## src/sv/prechg_pkg.sv

```systemverilog
package prechg_pkg;

    // Field and register widths.
    localparam int KIND_W      = 2;
    localparam int MV_W        = 16;
    localparam int TICKS_W     = 10;
    localparam int ATTEMPT_W   = 4;
    localparam int PERMILLE_W  = 10;
    localparam int STATUS_W    = 2;
    localparam int CFG_INDEX_W = 3;
    localparam int CFG_DATA_W  = 16;

    // Default width of the voltage samples that the ratio test uses.
    localparam int SAMPLE_BITS_DEF = 16;

    // Full scale of the permille ratio.
    localparam int PERMILLE_SCALE = 1000;

    // Input item kinds.
    localparam logic [KIND_W-1:0] KIND_TICK  = 2'd0;
    localparam logic [KIND_W-1:0] KIND_START = 2'd1;
    localparam logic [KIND_W-1:0] KIND_RESET = 2'd2;

    // Result status codes.
    localparam logic [STATUS_W-1:0] ST_BUSY  = 2'd0;
    localparam logic [STATUS_W-1:0] ST_OK    = 2'd1;
    localparam logic [STATUS_W-1:0] ST_RETRY = 2'd2;
    localparam logic [STATUS_W-1:0] ST_FAIL  = 2'd3;

    // Configuration register indexes.
    localparam logic [CFG_INDEX_W-1:0] CFG_TIMEOUT   = 3'd0;
    localparam logic [CFG_INDEX_W-1:0] CFG_COOLDOWN  = 3'd1;
    localparam logic [CFG_INDEX_W-1:0] CFG_MAX_TRIES = 3'd2;
    localparam logic [CFG_INDEX_W-1:0] CFG_MIN_PACK  = 3'd3;
    localparam logic [CFG_INDEX_W-1:0] CFG_THRESHOLD = 3'd4;

    // Configuration reset values.
    localparam logic [TICKS_W-1:0]    TIMEOUT_RST   = 10'd100;
    localparam logic [TICKS_W-1:0]    COOLDOWN_RST  = 10'd500;
    localparam logic [ATTEMPT_W-1:0]  MAX_TRIES_RST = 4'd3;
    localparam logic [MV_W-1:0]       MIN_PACK_RST  = 16'd100;
    localparam logic [PERMILLE_W-1:0] THRESHOLD_RST = 10'd900;

    typedef struct packed {
        logic [KIND_W-1:0] kind;
        logic [MV_W-1:0]   pack_mv;
        logic [MV_W-1:0]   load_mv;
    } t_in_item;

    typedef struct packed {
        logic [STATUS_W-1:0] status;
        logic                start_accepted;
        logic                precharge_fet_on;
        logic                discharge_fet_on;
        logic                is_complete;
        logic                is_faulted;
    } t_out_item;

endpackage

```

## src/sv/precharge_sequencer.sv

```systemverilog
// Channel  | Direction | Handshake                   | Payload
// in       | input     | i_in_valid / o_in_ready     | i_in_item  (prechg_pkg::t_in_item)
// out      | output    | o_out_valid / i_out_ready   | o_out_item (prechg_pkg::t_out_item)
// cfg      | input     | i_cfg_wr_en, no wait        | i_cfg_index, i_cfg_data
//
// Every item gives exactly one result, via the input and result registers.
// One item is accepted per cycle while o_in_ready is high; the sequencer
// state updates as an item moves from the input register into the result
// register. Reset (synchronous, active low) empties both registers, opens
// both FETs and loads the default configuration.
// A stalled result holds the result register; the input register still takes
// one more item, after which o_in_ready drops until the result is taken.
module precharge_sequencer #(
    parameter int SAMPLE_BITS = prechg_pkg::SAMPLE_BITS_DEF
) (
    input  logic                                i_clk,
    input  logic                                i_rst_n,
    input  logic                                i_in_valid,
    output logic                                o_in_ready,
    input  prechg_pkg::t_in_item                i_in_item,
    output logic                                o_out_valid,
    input  logic                                i_out_ready,
    output prechg_pkg::t_out_item               o_out_item,
    input  logic                                i_cfg_wr_en,
    input  logic [prechg_pkg::CFG_INDEX_W-1:0]  i_cfg_index,
    input  logic [prechg_pkg::CFG_DATA_W-1:0]   i_cfg_data
);

    localparam int TW = prechg_pkg::TICKS_W;
    localparam int AW = prechg_pkg::ATTEMPT_W;
    // Width of the cross products in the ratio test.
    localparam int PW = SAMPLE_BITS + prechg_pkg::PERMILLE_W;
    // Width for the pack against minimum compare.
    localparam int MW = (SAMPLE_BITS > prechg_pkg::MV_W) ? SAMPLE_BITS : prechg_pkg::MV_W;

    // Phase codes.
    localparam logic [2:0] PH_IDLE   = 3'd0;
    localparam logic [2:0] PH_ACTIVE = 3'd1;
    localparam logic [2:0] PH_COOL   = 3'd2;
    localparam logic [2:0] PH_DONE   = 3'd3;
    localparam logic [2:0] PH_FAULT  = 3'd4;

    // Configuration registers.
    logic [TW-1:0]                      r_timeout;
    logic [TW-1:0]                      r_cooldown;
    logic [AW-1:0]                      r_max_tries;
    logic [prechg_pkg::MV_W-1:0]        r_min_pack;
    logic [prechg_pkg::PERMILLE_W-1:0]  r_threshold;

    // Sequencer state.
    logic [2:0]     r_phase;
    logic [AW-1:0]  r_failed;
    logic [TW-1:0]  r_elapsed;
    logic           r_pch;
    logic           r_dch;

    logic [2:0]     n_phase;
    logic [AW-1:0]  n_failed;
    logic [TW-1:0]  n_elapsed;
    logic           n_pch;
    logic           n_dch;

    // Pipeline registers.
    logic                   r_in_valid;
    prechg_pkg::t_in_item   r_in_item;
    logic                   r_out_valid;
    prechg_pkg::t_out_item  r_out_item;
    prechg_pkg::t_out_item  n_out_item;

    logic                   adv;
    logic                   move;

    // Ratio test terms.
    logic [SAMPLE_BITS-1:0] pack_s;
    logic [SAMPLE_BITS-1:0] load_s;
    logic [PW-1:0]          load_prod;
    logic [PW-1:0]          pack_prod;
    logic                   ratio_ok;
    logic [TW-1:0]          elapsed_inc;
    logic [AW-1:0]          failed_inc;

    // Handshake: the result register frees when empty or taken.
    assign adv         = !r_out_valid || i_out_ready;
    assign move        = r_in_valid && adv;
    assign o_in_ready  = !r_in_valid || adv;
    assign o_out_valid = r_out_valid;
    assign o_out_item  = r_out_item;

    // Configuration writes.
    always_ff @(posedge i_clk) begin
        if (!i_rst_n) begin
            r_timeout   <= prechg_pkg::TIMEOUT_RST;
            r_cooldown  <= prechg_pkg::COOLDOWN_RST;
            r_max_tries <= prechg_pkg::MAX_TRIES_RST;
            r_min_pack  <= prechg_pkg::MIN_PACK_RST;
            r_threshold <= prechg_pkg::THRESHOLD_RST;
        end else if (i_cfg_wr_en) begin
            case (i_cfg_index)
                prechg_pkg::CFG_TIMEOUT:   r_timeout   <= i_cfg_data[TW-1:0];
                prechg_pkg::CFG_COOLDOWN:  r_cooldown  <= i_cfg_data[TW-1:0];
                prechg_pkg::CFG_MAX_TRIES: r_max_tries <= i_cfg_data[AW-1:0];
                prechg_pkg::CFG_MIN_PACK:  r_min_pack  <= i_cfg_data[prechg_pkg::MV_W-1:0];
                prechg_pkg::CFG_THRESHOLD: begin
                    r_threshold <= i_cfg_data[prechg_pkg::PERMILLE_W-1:0];
                end
                default: ;
            endcase
        end
    end

    // Samples cut or widened to the sample width, then the cross products.
    assign pack_s    = SAMPLE_BITS'(r_in_item.pack_mv);
    assign load_s    = SAMPLE_BITS'(r_in_item.load_mv);
    assign load_prod = PW'(load_s) * PW'(prechg_pkg::PERMILLE_SCALE);
    assign pack_prod = PW'(pack_s) * PW'(r_threshold);
    assign ratio_ok  = (MW'(pack_s) > MW'(r_min_pack)) && (load_prod >= pack_prod);

    // Saturating counter increments.
    assign elapsed_inc = (r_elapsed == {TW{1'b1}}) ? r_elapsed : r_elapsed + TW'(1);
    assign failed_inc  = (r_failed == {AW{1'b1}}) ? r_failed : r_failed + AW'(1);

    // Next state and result for the item in the input register.
    always_comb begin
        n_phase    = r_phase;
        n_failed   = r_failed;
        n_elapsed  = r_elapsed;
        n_pch      = r_pch;
        n_dch      = r_dch;
        n_out_item = '0;
        n_out_item.status = prechg_pkg::ST_BUSY;

        case (r_in_item.kind)
            prechg_pkg::KIND_TICK: begin
                case (r_phase)
                    PH_ACTIVE: begin
                        n_elapsed = elapsed_inc;
                        if (elapsed_inc >= r_timeout) begin
                            // The attempt timed out.
                            n_pch    = 1'b0;
                            n_failed = failed_inc;
                            if (failed_inc >= r_max_tries) begin
                                n_phase = PH_FAULT;
                                n_out_item.status = prechg_pkg::ST_FAIL;
                            end else begin
                                n_phase   = PH_COOL;
                                n_elapsed = '0;
                                n_out_item.status = prechg_pkg::ST_RETRY;
                            end
                        end else if (ratio_ok) begin
                            n_dch   = 1'b1;
                            n_pch   = 1'b0;
                            n_phase = PH_DONE;
                            n_out_item.status = prechg_pkg::ST_OK;
                        end
                    end
                    PH_COOL: begin
                        n_elapsed = elapsed_inc;
                        if (elapsed_inc >= r_cooldown) begin
                            // Cooldown over: retry and test the same samples.
                            n_pch     = 1'b1;
                            n_elapsed = '0;
                            n_phase   = PH_ACTIVE;
                            if (ratio_ok) begin
                                n_dch   = 1'b1;
                                n_pch   = 1'b0;
                                n_phase = PH_DONE;
                                n_out_item.status = prechg_pkg::ST_OK;
                            end
                        end else begin
                            n_out_item.status = prechg_pkg::ST_RETRY;
                        end
                    end
                    PH_DONE: n_out_item.status = prechg_pkg::ST_OK;
                    default: ;
                endcase
            end
            prechg_pkg::KIND_START: begin
                if (r_phase != PH_ACTIVE && r_phase != PH_COOL) begin
                    n_phase   = PH_ACTIVE;
                    n_failed  = '0;
                    n_elapsed = '0;
                    n_pch     = 1'b1;
                    n_dch     = 1'b0;
                    n_out_item.start_accepted = 1'b1;
                end
            end
            prechg_pkg::KIND_RESET: begin
                n_pch     = 1'b0;
                n_dch     = 1'b0;
                n_phase   = PH_IDLE;
                n_failed  = '0;
                n_elapsed = '0;
            end
            default: ;
        endcase

        n_out_item.precharge_fet_on = n_pch;
        n_out_item.discharge_fet_on = n_dch;
        n_out_item.is_complete      = (n_phase == PH_DONE);
        n_out_item.is_faulted       = (n_phase == PH_FAULT);
    end

    // Input register.
    always_ff @(posedge i_clk) begin
        if (!i_rst_n) begin
            r_in_valid <= 1'b0;
        end else if (o_in_ready) begin
            r_in_valid <= i_in_valid;
        end
        if (i_in_valid && o_in_ready) begin
            r_in_item <= i_in_item;
        end
    end

    // Result register and sequencer state.
    always_ff @(posedge i_clk) begin
        if (!i_rst_n) begin
            r_out_valid <= 1'b0;
            r_phase     <= PH_IDLE;
            r_failed    <= '0;
            r_elapsed   <= '0;
            r_pch       <= 1'b0;
            r_dch       <= 1'b0;
        end else begin
            if (adv) begin
                r_out_valid <= r_in_valid;
            end
            if (move) begin
                r_phase   <= n_phase;
                r_failed  <= n_failed;
                r_elapsed <= n_elapsed;
                r_pch     <= n_pch;
                r_dch     <= n_dch;
            end
        end
        if (move) begin
            r_out_item <= n_out_item;
        end
    end

endmodule

```

## config.mk

```make
export PLATFORM = sky130hd
export DESIGN_NAME = precharge_sequencer
export DESIGN_NICKNAME = d
export VERILOG_FILES = /design/src/sv/prechg_pkg.sv /design/src/sv/precharge_sequencer.sv
export SDC_FILE = /design/constraint.sdc
export NUM_CORES = 1
export LEC_CHECK = 0
export BUFFER_PORTS_ARGS = -buffer_cell sky130_fd_sc_hd__clkbuf_2
export CAP_MARGIN = 0
export CORE_MARGIN = 2
export CORE_UTILIZATION = 33
export CTS_CLUSTER_SIZE = 8
export DETAILED_ROUTE_END_ITERATION = 7
export PLACE_DENSITY_LB_ADDON = 0.2
export SYNTH_ARGS = -nofsm -noshare
export SYNTH_HDL_FRONTEND = slang
export SYNTH_SLANG_ARGS = --single-unit
```

## constraint.sdc

```tcl
create_clock -name i_clk -period 6.6 [get_ports i_clk]
set_input_delay 1.65 -clock i_clk [delete_from_list [all_inputs] [get_ports i_clk]]
set_output_delay 1.65 -clock i_clk [all_outputs]
set_load 0.02 [all_outputs]
```

==> summary.txt, run 1 <==
Outcome
  • Status: finished with violations
  • Failing checks: negative setup slack

STA
  • Worst clock skew: 11.5 ps
  • Worst hold slack: between 400 and 500 ps
  • Final Cycle Share: 106%
  • Crit path time final: roughly 7000 ps
  • RSZ-0062 raised after global routing: true
  • Slew at the pin closest to its max-slew limit: about 1200 ps
  • Final Hold Viols: 0
  • Final setup margin: -381 ps
  • Fmax: between 100 and 150 MHz
  • Final Max Slew Viols: 0
  • Slew margin rel.: 22.6%
  • Setup violators final: 8

Routing
  • Final ANT Viol Nets: 0
  • Wire per inst: 15.0 um
  • Routed vias: 10300
  • Initial DRT Pass Iterations: 5
  • Vias per inst: between 4 and 5
  • Drt first-iter violations: 425
  • # DRC: 0
  • Final wirelength: 32300 um

Worst setup path
  • Crit path max-delay family: adder cells
  • Slowest cell on the critical path: fa_1
  • WS Path Type: reg -> reg
  • Buffers & Inverters on Critical Path: 4
  • CP startpoint kind: register
  • Critical path data arrival time: 7100 ps
  • Worst Reg-to-Reg Cells: 28
  • CP startpoint: pack_s[4]
  • Worst path depth: 28
  • Worst r2r src: pack_s[4]
  • Setup crit end kind: register
  • Most frequent CP cell: fa_1
  • WP data required: 6720 ps
  • Crit path largest cell delay: 530 ps
  • Max FO, Critical Path: 5

Cells and area
  • Diode count: 0
  • Area growth syn-to-layout: 20.2%
  • Fill count: 4044
  • Layout cells sized above 1: 20.0%
  • # nets final: ~2000
  • Post-layout util: 40.4%

CTS
  • Clk buf depth: 2
  • Clock latency at the later pin of the worst-skew pair: 370 ps
  • CTS sink cnt: approximately 110
  • Cts bufs inserted: 9
  • CTS Root Cell: clkbuf_16
  • CTS tree: done
  • Htree depth: 3
  • Clock Pin Slew Worst Setup and Hold Paths: 90 ps

Floorplanning
  • Die Y-Extent: around 210 um
  • Die Area: 42400 um2
  • Initial Util: ~34%
  • I/O Pins: 67
  • Die width: 206 um
  • Core Region: 40000 um2
  • Row count: 73

Worst hold path
  • Cell depth of the worst min-delay path: 2
  • Worst min-delay path startpoint: r_min_pack[3]
  • Hold WC Path Type: reg -> reg

Placement
  • Final Wtd Congestion: ~0.8
  • DP Worst Slack: -580 ps
  • Port bufs: 66
  • Post-DP HPWL: 25600 um

Power
  • Peak VDD IR: 0.314 mV
  • Pleak: 0.00755 uW
  • Power Density: 321 nW/um2
  • Total power: 5190 uW

Global route
  • First-pass GRT wire length: about 54000 um
  • Vias in the first global route: 10800
  • Largest net degree at the start of global routing: 72
  • Global route overflow: 0
  • GRT Util Overall: ~16%
  • Initial antenna violation count: 0

Logic synthesis
  • Area contributors post-synth: fa_1 24%, ha_1 17%, dfxtp_1 11%
  • Yosys top cell area share: 24.4%
  • Post-synth top flop: dfxtp_1
  • Post-synth EDFFs: 41
  • Synthesized cell area: 13500 um2
  • Post-synth net total: 1839
  • Ys Warns: 0
  • Synth async-reset ratio: 0%
  • Mux share of post-synthesis cell area: less than 1%
  • Main combinational cell family by area after synthesis: adder cells
  • Post-synthesis compound-gate area fraction: 12.9%
  • Post-Synth Adder-Cell Area: 41.3%
  • Sequential area share after synthesis: a little under 20%
  • FF+latch count, synth: about 110
  • Post-Synth Simple-Gate Area: ~16%
  • Post-synthesis cell count: about 1400
  • Cell variety after synth: 65
  • Mean post-synth cell area: approximately 9.4 um2
  • Cell taking the most area after synthesis: fa_1
  • Area share of xor/xnor cells in the synthesized design: 2.86%

Run
  • Max Cap Viol: 0
-- placed cells by master, fill, tap and decap left out, types with 9 or more instances in the layout --
master / n
nor3_1: 10
xnor2_1: 36
inv_1: 178
o21ai_0: 25
a21boi_1: 9
nor2_1: 40
dfxtp_1: 63
nor2b_1: 22
a21o_1: 32
fa_2: 9
nand3_1: 32
nand4_1: 10
buf_4: 149
o211ai_1: 19
clkbuf_16: 9
ha_1: 168
edfxtp_1: 41
and2_1: 80
and2_4: 9
clkbuf_2: 66
nand2b_1: 15
fa_1: 155
a21boi_0: 34
nand2_1: 196
a21oi_1: 39
and3_1: 12
o21a_1: 18
ha_4: 10
buf_6: 11
-- metrics by stage --
stage               cell area, um2  setup TNS, ps  instances
CTS                          16000          -1380       2143
floorplan                    13500              0       1435
global placement             15200          -3000       2098
detailed placement           15200          -3760       2098
global route                 16200          -4120       2157
finish                       16200          -1910       2157
-- worst register-to-register path, delay by kind of cell (launching register included) --
family / cells / cell delay, ps
DFF: 1 / 410
and+or+nand+nor: 8 / 1580
AOI/OAI and AO/OA: 8 / 1410
buffers and inverters: 4 / 400
xor gates and xnor gates: 1 / 130
adders and majority gates: 7 / 2810
-- layout make-up --
| type | count | area (um2) | area share, % |
|---|---|---|---|
| clock buffers | 9 | 225 | 1.39 |
| clock inverters | 7 | 72.6 | 0.449 |
| inverters | 178 | 668 | 4.13 |
| multi-input cells | 1097 | 10300 | 63.4 |
| flip-flops and latches | 112 | 2670 | 16.5 |
| well taps | 525 | 657 | 4.06 |
| repair buffers | 229 | 1620 | 10.0 |
-- cell usage after synthesis, types with 18 or more instances --
cell        n
nand3_1    32
nand2_1   196
ha_1      182
edfxtp_1   41
o21a_1     18
nor2_1     42
and2_1     90
a21o_1     32
a21boi_0   34
a21oi_1    46
nor2b_1    23
dfxtp_1    71
clkbuf_1   43
inv_1     178
fa_1      164
o21ai_0    31
o211ai_1   19
xnor2_1    36
-- flip-flops by register name (all words and copies together) (netlist names) --
register / count
r_in_valid: 1
r_dch: 1
load_s: 16
r_failed: 4
r_timeout: 10
r_elapsed: 10
r_threshold: 10
r_max_tries: 4
pack_s: 16
o_out_item: 7
r_min_pack: 16
r_phase: 3
r_cooldown: 10
r_in_item: 2
r_pch: 1
o_out_valid: 1
-- power by group --
group	leakage, uW	internal (uW)	switching (uW)	total (uW)
registers	0.000978	742	31.3	773
logic	0.00643	1950	1880	3830
clock network	0.000142	271	317	587
total	0.00755	2970	2230	5190
-- timing repair --
action                     CTS  global route
resized for setup           52            32
hold buffers                 0             0
setup endpoints to repair    8             8
pin swaps                   64            54
buffers inserted            30            15
-- layer usage --
metal  vias up  track usage (%)  part of all wire (%)
li1       5155                -                     -
met1      5023             21.6                    48
met2        71             28.1                    49
met3        23             1.62                   1.5
met4         0             3.34                   1.2
met5         -                0                     0
-- path summary, 6_finish.rpt --
| path | end | slack [ps] |
|---|---|---|
| hold reg to reg | r_min_pack[3] | 470 |
| setup reg to reg | o_out_item[0] | -380 |
| setup / recovery | o_out_item[0] | -380 |
| hold / removal | r_min_pack[3] | 470 |
-- cell families (layout without fill, tap and decap cells) --
group                      count (synthesis)  after routing
AOI/OAI and AO/OA                        249            249
buffers and inverters                    226            423
adders and majority gates                346            346
xor gates and xnor gates                  44             44
DFF                                      112            112
and+or+nand+nor                          450            450
muxes                                      8              8
No activity file was read; power rests on OpenSTA's default activity.
==> run 2, diff against run 1 <==
--- a/config.mk
+++ b/config.mk
@@ -11,6 +11,7 @@
 export CORE_UTILIZATION = 33
 export CTS_CLUSTER_SIZE = 8
 export DETAILED_ROUTE_END_ITERATION = 7
+export GPL_TIMING_DRIVEN = 0
 export PLACE_DENSITY_LB_ADDON = 0.2
 export SYNTH_ARGS = -nofsm -noshare
 export SYNTH_HDL_FRONTEND = slang
==> constraint.sdc (replaced) <==
create_clock -name i_clk -period 6.1 [get_ports i_clk]
set_input_delay 1.525 -clock i_clk [delete_from_list [all_inputs] [get_ports i_clk]]
set_output_delay 1.525 -clock i_clk [all_outputs]
set_load 0.02 [all_outputs]
==> run 2 against run 1 <==
  * The flow still finishes with violations (negative setup slack)
  * Critical path depth down 2
  * Routed wire length grew 0.62%
  * Utilization shrank 1.5 points
  * Setup slack worse by 750 ps
  * Via count decreased by 1.9%
  * Clock power increased by 13%
  * Clock-buffer cell count rose by 3
  * Worst hold slack lost 6.3 ps
  * Sequential power is 8.4% higher
  * Total power rose by 2.5%
==> summary.txt, run 2 (same netlist as run 1, synthesis figures left out) <==
CTS
  • CTS Hold Bufs: 0
  • Clock Pin Slew Worst Setup and Hold Paths: 80 ps
  • Clock latency at the later pin of the worst-skew pair: 390 ps
  • Clk buf depth: 2
  • CTS tree: done
  • CTS sink cnt: roughly 110
  • Htree depth: 3
  • CTS Root Cell: clkbuf_16
  • Cts bufs inserted: 9

STA
  • Final setup margin: -1130 ps
  • Setup TNS: -8640 ps
  • Final Cycle Share: 119%
  • Final Hold Viols: 0
  • Slew at the pin closest to its max-slew limit: 649 ps
  • Worst clock skew: 10.7 ps
  • Setup violators final: 8
  • Fmax: 138 MHz
  • Crit path time final: 7230 ps
  • RSZ-0062 raised after global routing: true
  • Final Max Slew Viols: 0
  • Slew margin rel.: roughly 57%

Global route
  • First-pass GRT wire length: about 54000 um
  • Largest net degree at the start of global routing: 20
  • GRT Util Overall: roughly 16%
  • Initial antenna violation count: 0
  • Global route overflow: 0
  • Vias in the first global route: 10500

Placement
  • Placed inst area: 14800 um2
  • Final Wtd Congestion: 0.833
  • Port bufs: 65
  • Post-DP HPWL: 25800 um

Outcome
  • Failing checks: negative setup slack
  • Status: finished with violations

Cells and area
  • # nets final: approximately 1900
  • Most frequent cells in the layout: 190 x nand2_1, 173 x inv_1, 171 x ha_1, 159 x fa_1, 85 x and2_1
  • Layout cells sized above 1: 13.5%
  • Post-layout util: 38.9%
  • Most common cell after layout, fill and taps aside: nand2_1
  • Final Cell Area: around 16000 um2
  • Fill count: slightly above 4000
  • Diode count: 0
  • Area growth syn-to-layout: 15.7%

Power
  • Pleak: 0.00713 uW
  • Power Density: 342 nW/um2
  • Peak VDD IR: 0.359 mV

Worst hold path
  • Hold WC Path Type: reg -> reg

Floorplanning
  • Die width: 206 um
  • Die Y-Extent: between 200 and 250 um
  • Row count: 73
  • Die Area: 42400 um2
  • I/O Pins: 67
  • Core Region: 40000 um2
  • Initial Util: 33.6%

Worst setup path
  • CP startpoint kind: register
  • Crit path largest cell delay: 570 ps
  • Critical path data arrival time: 7370 ps
  • Setup crit end kind: register
  • WS Path Type: reg -> reg
  • WP data required: about 6200 ps
  • Most frequent CP cell: fa_1
  • Max FO, Critical Path: 5
  • Slowest cell on the critical path: fa_1

Routing
  • Wire per inst: 15.7 um
  • # DRC: 0
  • Drt first-iter violations: just under 400
  • Vias per inst: about 4.9
  • Final ANT Viol Nets: 0
  • Routed vias: 10100
  • Initial DRT Pass Iterations: 4
  • Final wirelength: about 32000 um

Run
  • Max Cap Viol: 0
-- run 2: changes by cell type in the layout (fill, tap and decap cells not counted), moves of 6 or more --
cell / change
buf_4: -121
clkbuf_1: +19
nand2_1: -6
buf_6: -10
clkbuf_8: +15
-- run 2: final cells by class --
class                      instances  area (um2)  area share (%)
buffer                            48         410            2.64
clock inverter                     4        57.6           0.370
multi-input combinational       1097       10300            65.9
tap                              525         657            4.22
clock buffer                      12         268            1.72
inverter                         178         668            4.29
sequential                       112        2680            17.2
timing repair buffer              92         568            3.65
-- run 2: path summary, 6_finish.rpt --
check                 start             end  slack, ps  depth (start not counted)
max reg2reg       pack_s[7]   o_out_item[0]      -1130                         26
min reg2reg  r_min_pack[11]  r_min_pack[11]        460                          2
max               pack_s[7]   o_out_item[0]      -1130                         26
min          r_min_pack[11]  r_min_pack[11]        460                          2
-- run 2: per-layer routing --
layer | routed length (um) | vias to the layer above | GRT usage, %
met5 | 0 | - | 0
met4 | 725 | 0 | 5.13
met3 | 989 | 41 | 2.44
met2 | 16000 | 127 | 27.9
met1 | 14800 | 4928 | 21.5
li1 | - | 4978 | -
-- run 2: what timing repair did --
action | CTS | global route
pin swaps | 3 | 14
cloned | 1 | 0
setup endpoints to repair | 8 | 8
setup buffers | 17 | 9
resized for setup | 38 | 32
-- run 2: worst max-delay path: cells and delay by family, from the launching register on --
family / cells / cell delay (ps)
buffers and inverters: 2 / 370
and+or+nand+nor: 7 / 1280
DFF: 1 / 530
AOI/OAI and AO/OA: 9 / 1550
xor gates and xnor gates: 1 / 130
adders and majority gates: 7 / 3100
-- run 2: power by group --
part	leakage, uW	switching [uW]	internal, uW
Sequential	0.000978	36.6	802
Combinational	0.00599	1960	1850
Clock	0.000162	305	360
-- run 2: through the flow --
stage               total power, uW  cells  setup WS, ps  hold WS (ps)
finish                         5320   2068         -1130           465
global route                   5970   2068         -1440           488
CTS                            5300   2060         -1190           469
detailed placement             4370   2026         -1710           458
global placement               4320   2025         -1730           454
floorplan                      3650   1435          -339           443
==> run 3, diff against run 2 <==
--- a/config.mk
+++ b/config.mk
@@ -5,12 +5,13 @@
 export SDC_FILE = /design/constraint.sdc
 export NUM_CORES = 1
 export LEC_CHECK = 0
-export BUFFER_PORTS_ARGS = -buffer_cell sky130_fd_sc_hd__clkbuf_2
+export ABC_AREA = 1
 export CAP_MARGIN = 0
 export CORE_MARGIN = 2
 export CORE_UTILIZATION = 33
 export CTS_CLUSTER_SIZE = 8
 export DETAILED_ROUTE_END_ITERATION = 7
+export DONT_BUFFER_PORTS = 1
 export GPL_TIMING_DRIVEN = 0
 export PLACE_DENSITY_LB_ADDON = 0.2
 export SYNTH_ARGS = -nofsm -noshare
==> run 3 against run 2 <==
  * The run still ends with negative setup slack left
  * Routed wire length rose by 4.8%
  * Highest routed layer is now met5
  * Clock skew up 4.8 ps
  * Critical endpoint unchanged
  * First-iteration DRC count rose by 33%
==> summary.txt, run 3 <==
Power
  • Clock power share: 9.9%
  • NetSw: 3060 uW
  • Pleak: 0.00809 uW
  • Sw Ratio: 49.1%
  • Peak VDD IR: ~0.4 mV
  • Comb power frac: 76.5%
  • Int Pwr: 3180 uW
  • Power Density: 391 nW/um2
  • Reg power frac: 13.6%

Worst setup path
  • WP data required: 6230 ps
  • Critical Path End: o_out_item[0]
  • Crit path largest cell delay: 530 ps
  • Setup crit end kind: register
  • CP startpoint kind: register
  • Slowest cell on the critical path: fa_1
  • CP startpoint: r_threshold[3]
  • Max FO, Critical Path: 6
  • Critical path data arrival time: 6610 ps
  • Reg2Reg Setup Slack: -370 ps
  • Most frequent CP cell: nand2_1
  • Crit Reg-Reg Endpoint: o_out_item[0]
  • WS Path Type: reg -> reg
  • Worst r2r src: r_threshold[3]
  • Worst Reg-to-Reg Cells: 37

Global route
  • Vias in the first global route: 11000
  • Global route overflow: 0
  • First-pass GRT wire length: 56600 um
  • GRT Util Overall: between 10% and 20%
  • Initial antenna violation count: 2
  • Largest net degree at the start of global routing: 24

Routing
  • Routed vias: 10800
  • Wire per inst: 15.0 um
  • Drt first-iter violations: 516
  • Vias per inst: 4.75
  • Initial DRT Pass Iterations: 5
  • # DRC: 0
  • Final wirelength: 34000 um
  • Final ANT Viol Nets: 0

STA
  • Slew at the pin closest to its max-slew limit: 612 ps
  • RSZ-0062 raised after global routing: true
  • Final Cycle Share: 106%
  • Crit path time final: 6470 ps
  • Slew margin rel.: 59.2%
  • Final setup margin: -375 ps
  • Worst clock skew: 15.5 ps
  • Final Hold Viols: 0
  • Setup violators final: 8
  • Final Max Slew Viols: 0
  • Fmax: 154 MHz

Placement
  • Placed insts: 2194
  • Post-DP HPWL: 27400 um
  • Port bufs: 0
  • Final Wtd Congestion: 0.859

Logic synthesis
  • Area contributors post-synth: fa_1 24%, ha_1 17%, dfxtp_1 10%
  • Mean post-synth cell area: 8.21 um2
  • Cell taking the most area after synthesis: fa_1
  • Area share of xor/xnor cells in the synthesized design: 3.40%
  • Ys Warns: 0
  • Post-synth EDFFs: just over 40
  • Mux share of post-synthesis cell area: 0.156%
  • Sequential area share after synthesis: approximately a fifth
  • Post-synth net total: 2065
  • Post-synth top flop: dfxtp_1
  • Post-synthesis cell count: between 1500 and 2000
  • Post-Synth Simple-Gate Area: roughly 15%
  • Main combinational cell family by area after synthesis: adder cells
  • Most frequent cell after synthesis: nand2_1
  • FF+latch count, synth: approximately 110
  • Synth async-reset ratio: 0%
  • Post-synthesis compound-gate area fraction: roughly a tenth
  • Top post-synthesis cells by count: 354 x nand2_1, 336 x inv_1, 182 x ha_1
  • Post-Synth Adder-Cell Area: 40.8%
  • Synthesized cell area: 13600 um2
  • Yosys top cell area share: approximately a quarter
  • Cell variety after synth: 50

CTS
  • CTS sink cnt: 112
  • Clk buf depth: 2
  • Clock latency at the later pin of the worst-skew pair: 390 ps
  • CTS Hold Bufs: 0
  • Htree depth: 3
  • CTS Root Cell: clkbuf_16
  • Cts bufs inserted: 9
  • Clock Pin Slew Worst Setup and Hold Paths: 80 ps
  • CTS tree: done

Worst hold path
  • Cell depth of the worst min-delay path: 2
  • Hold WC Path Type: reg -> reg
  • Worst min-delay path startpoint: r_min_pack[10]

Floorplanning
  • Initial Util: 33.4%
  • Die Area: 43000 um2
  • Die width: between 200 and 250 um
  • Row count: 74
  • Die Y-Extent: 207 um
  • I/O Pins: 67
  • Core Region: ~41000 um2

Outcome
  • Status: finished with violations
  • Failing checks: negative setup slack

Cells and area
  • Area growth syn-to-layout: 17.2%
  • Fill count: approximately 4200
  • Layout cells sized above 1: 12.8%
  • Post-layout util: 39.1%
  • Layout Cells excl Fill: 2267
  • # nets final: ~2100
  • Most frequent cells in the layout: 333 x nand2_1, 327 x inv_1, 164 x ha_1, 158 x fa_1, 105 x a21oi_1
  • Most common cell after layout, fill and taps aside: nand2_1

Run
  • Max Cap Viol: 0
## run 3: final cells by class
cell class | instances | area (um2) | share of cell area (%)
Antenna cell | 1 | 2.50 | 0.0157
Buffer | 48 | 586 | 3.66
Clock buffer | 10 | 229 | 1.43
Clock inverter | 6 | 70.1 | 0.438
Inverter | 339 | 1270 | 7.98
Multi-Input combinational cell | 1159 | 10000 | 62.6
Sequential cell | 112 | 2660 | 16.6
Tap cell | 532 | 666 | 4.17
Timing Repair Buffer | 60 | 485 | 3.04
## run 3: critical path, delay by kind of cell, from the launching register on
family	cells	cell delay (ps)
xor gates and xnor gates	1	70
DFF	1	320
and+or+nand+nor	20	1760
adders and majority gates	7	3060
AOI/OAI and AO/OA	2	370
buffers and inverters	7	610
## run 3: cells by family (layout without fill, tap and decap cells)
| group | after synthesis | in the layout |
|---|---|---|
| adders and majority gates | 346 | 346 |
| other | 0 | 1 |
| AOI/OAI and AO/OA | 249 | 249 |
| xor gates and xnor gates | 52 | 52 |
| muxes | 2 | 2 |
| DFF | 112 | 112 |
| and+or+nand+nor | 510 | 510 |
| buffers and inverters | 390 | 463 |
## run 3: what timing repair did
action                     in CTS  in global routing
resized for setup             138                 42
setup buffers                  51                  8
setup endpoints to repair       8                  8
pin swaps                      67                 26
## run 3: per-stage QoR
step	TNS, ps	worst slack, ps	power, uW	area [um2]	hold WS (ps)
after floorplan	0	3.82	4010	13800	435
after global placement	-7260	-1070	4800	14400	450
after detailed placement	-7170	-1050	4840	14500	458
after CTS	-2370	-393	6110	15800	471
after global routing	-4750	-719	6990	16000	495
final	-1910	-375	6240	16000	465
## run 3: how the worst min path moves through the flow
stage	end
6_report	r_min_pack[10]
4_1_cts	r_min_pack[10]
5_1_grt	r_min_pack[11]
2_1_floorplan	r_cooldown[1]
3_5_place_dp	r_min_pack[15]
3_3_place_gp	r_min_pack[11]
## run 3: power groups by stage
stage	combinational, uW	clock, uW	sequential [uW]
floorplan	3150	0	852
global placement	3940	0	864
detailed placement	3980	0	863
CTS	4610	653	850
global route	5470	673	855
finish	4780	617	848
## run 3: metal layers
metal | track usage (%) | vias up | routed length, um
met2 | 27.1 | 179 | 15900
met5 | 0 | - | 16
met3 | 3.22 | 26 | 1610
met1 | 22.3 | 5184 | 15900
met4 | 4.24 | 2 | 541
li1 | - | 5376 | -
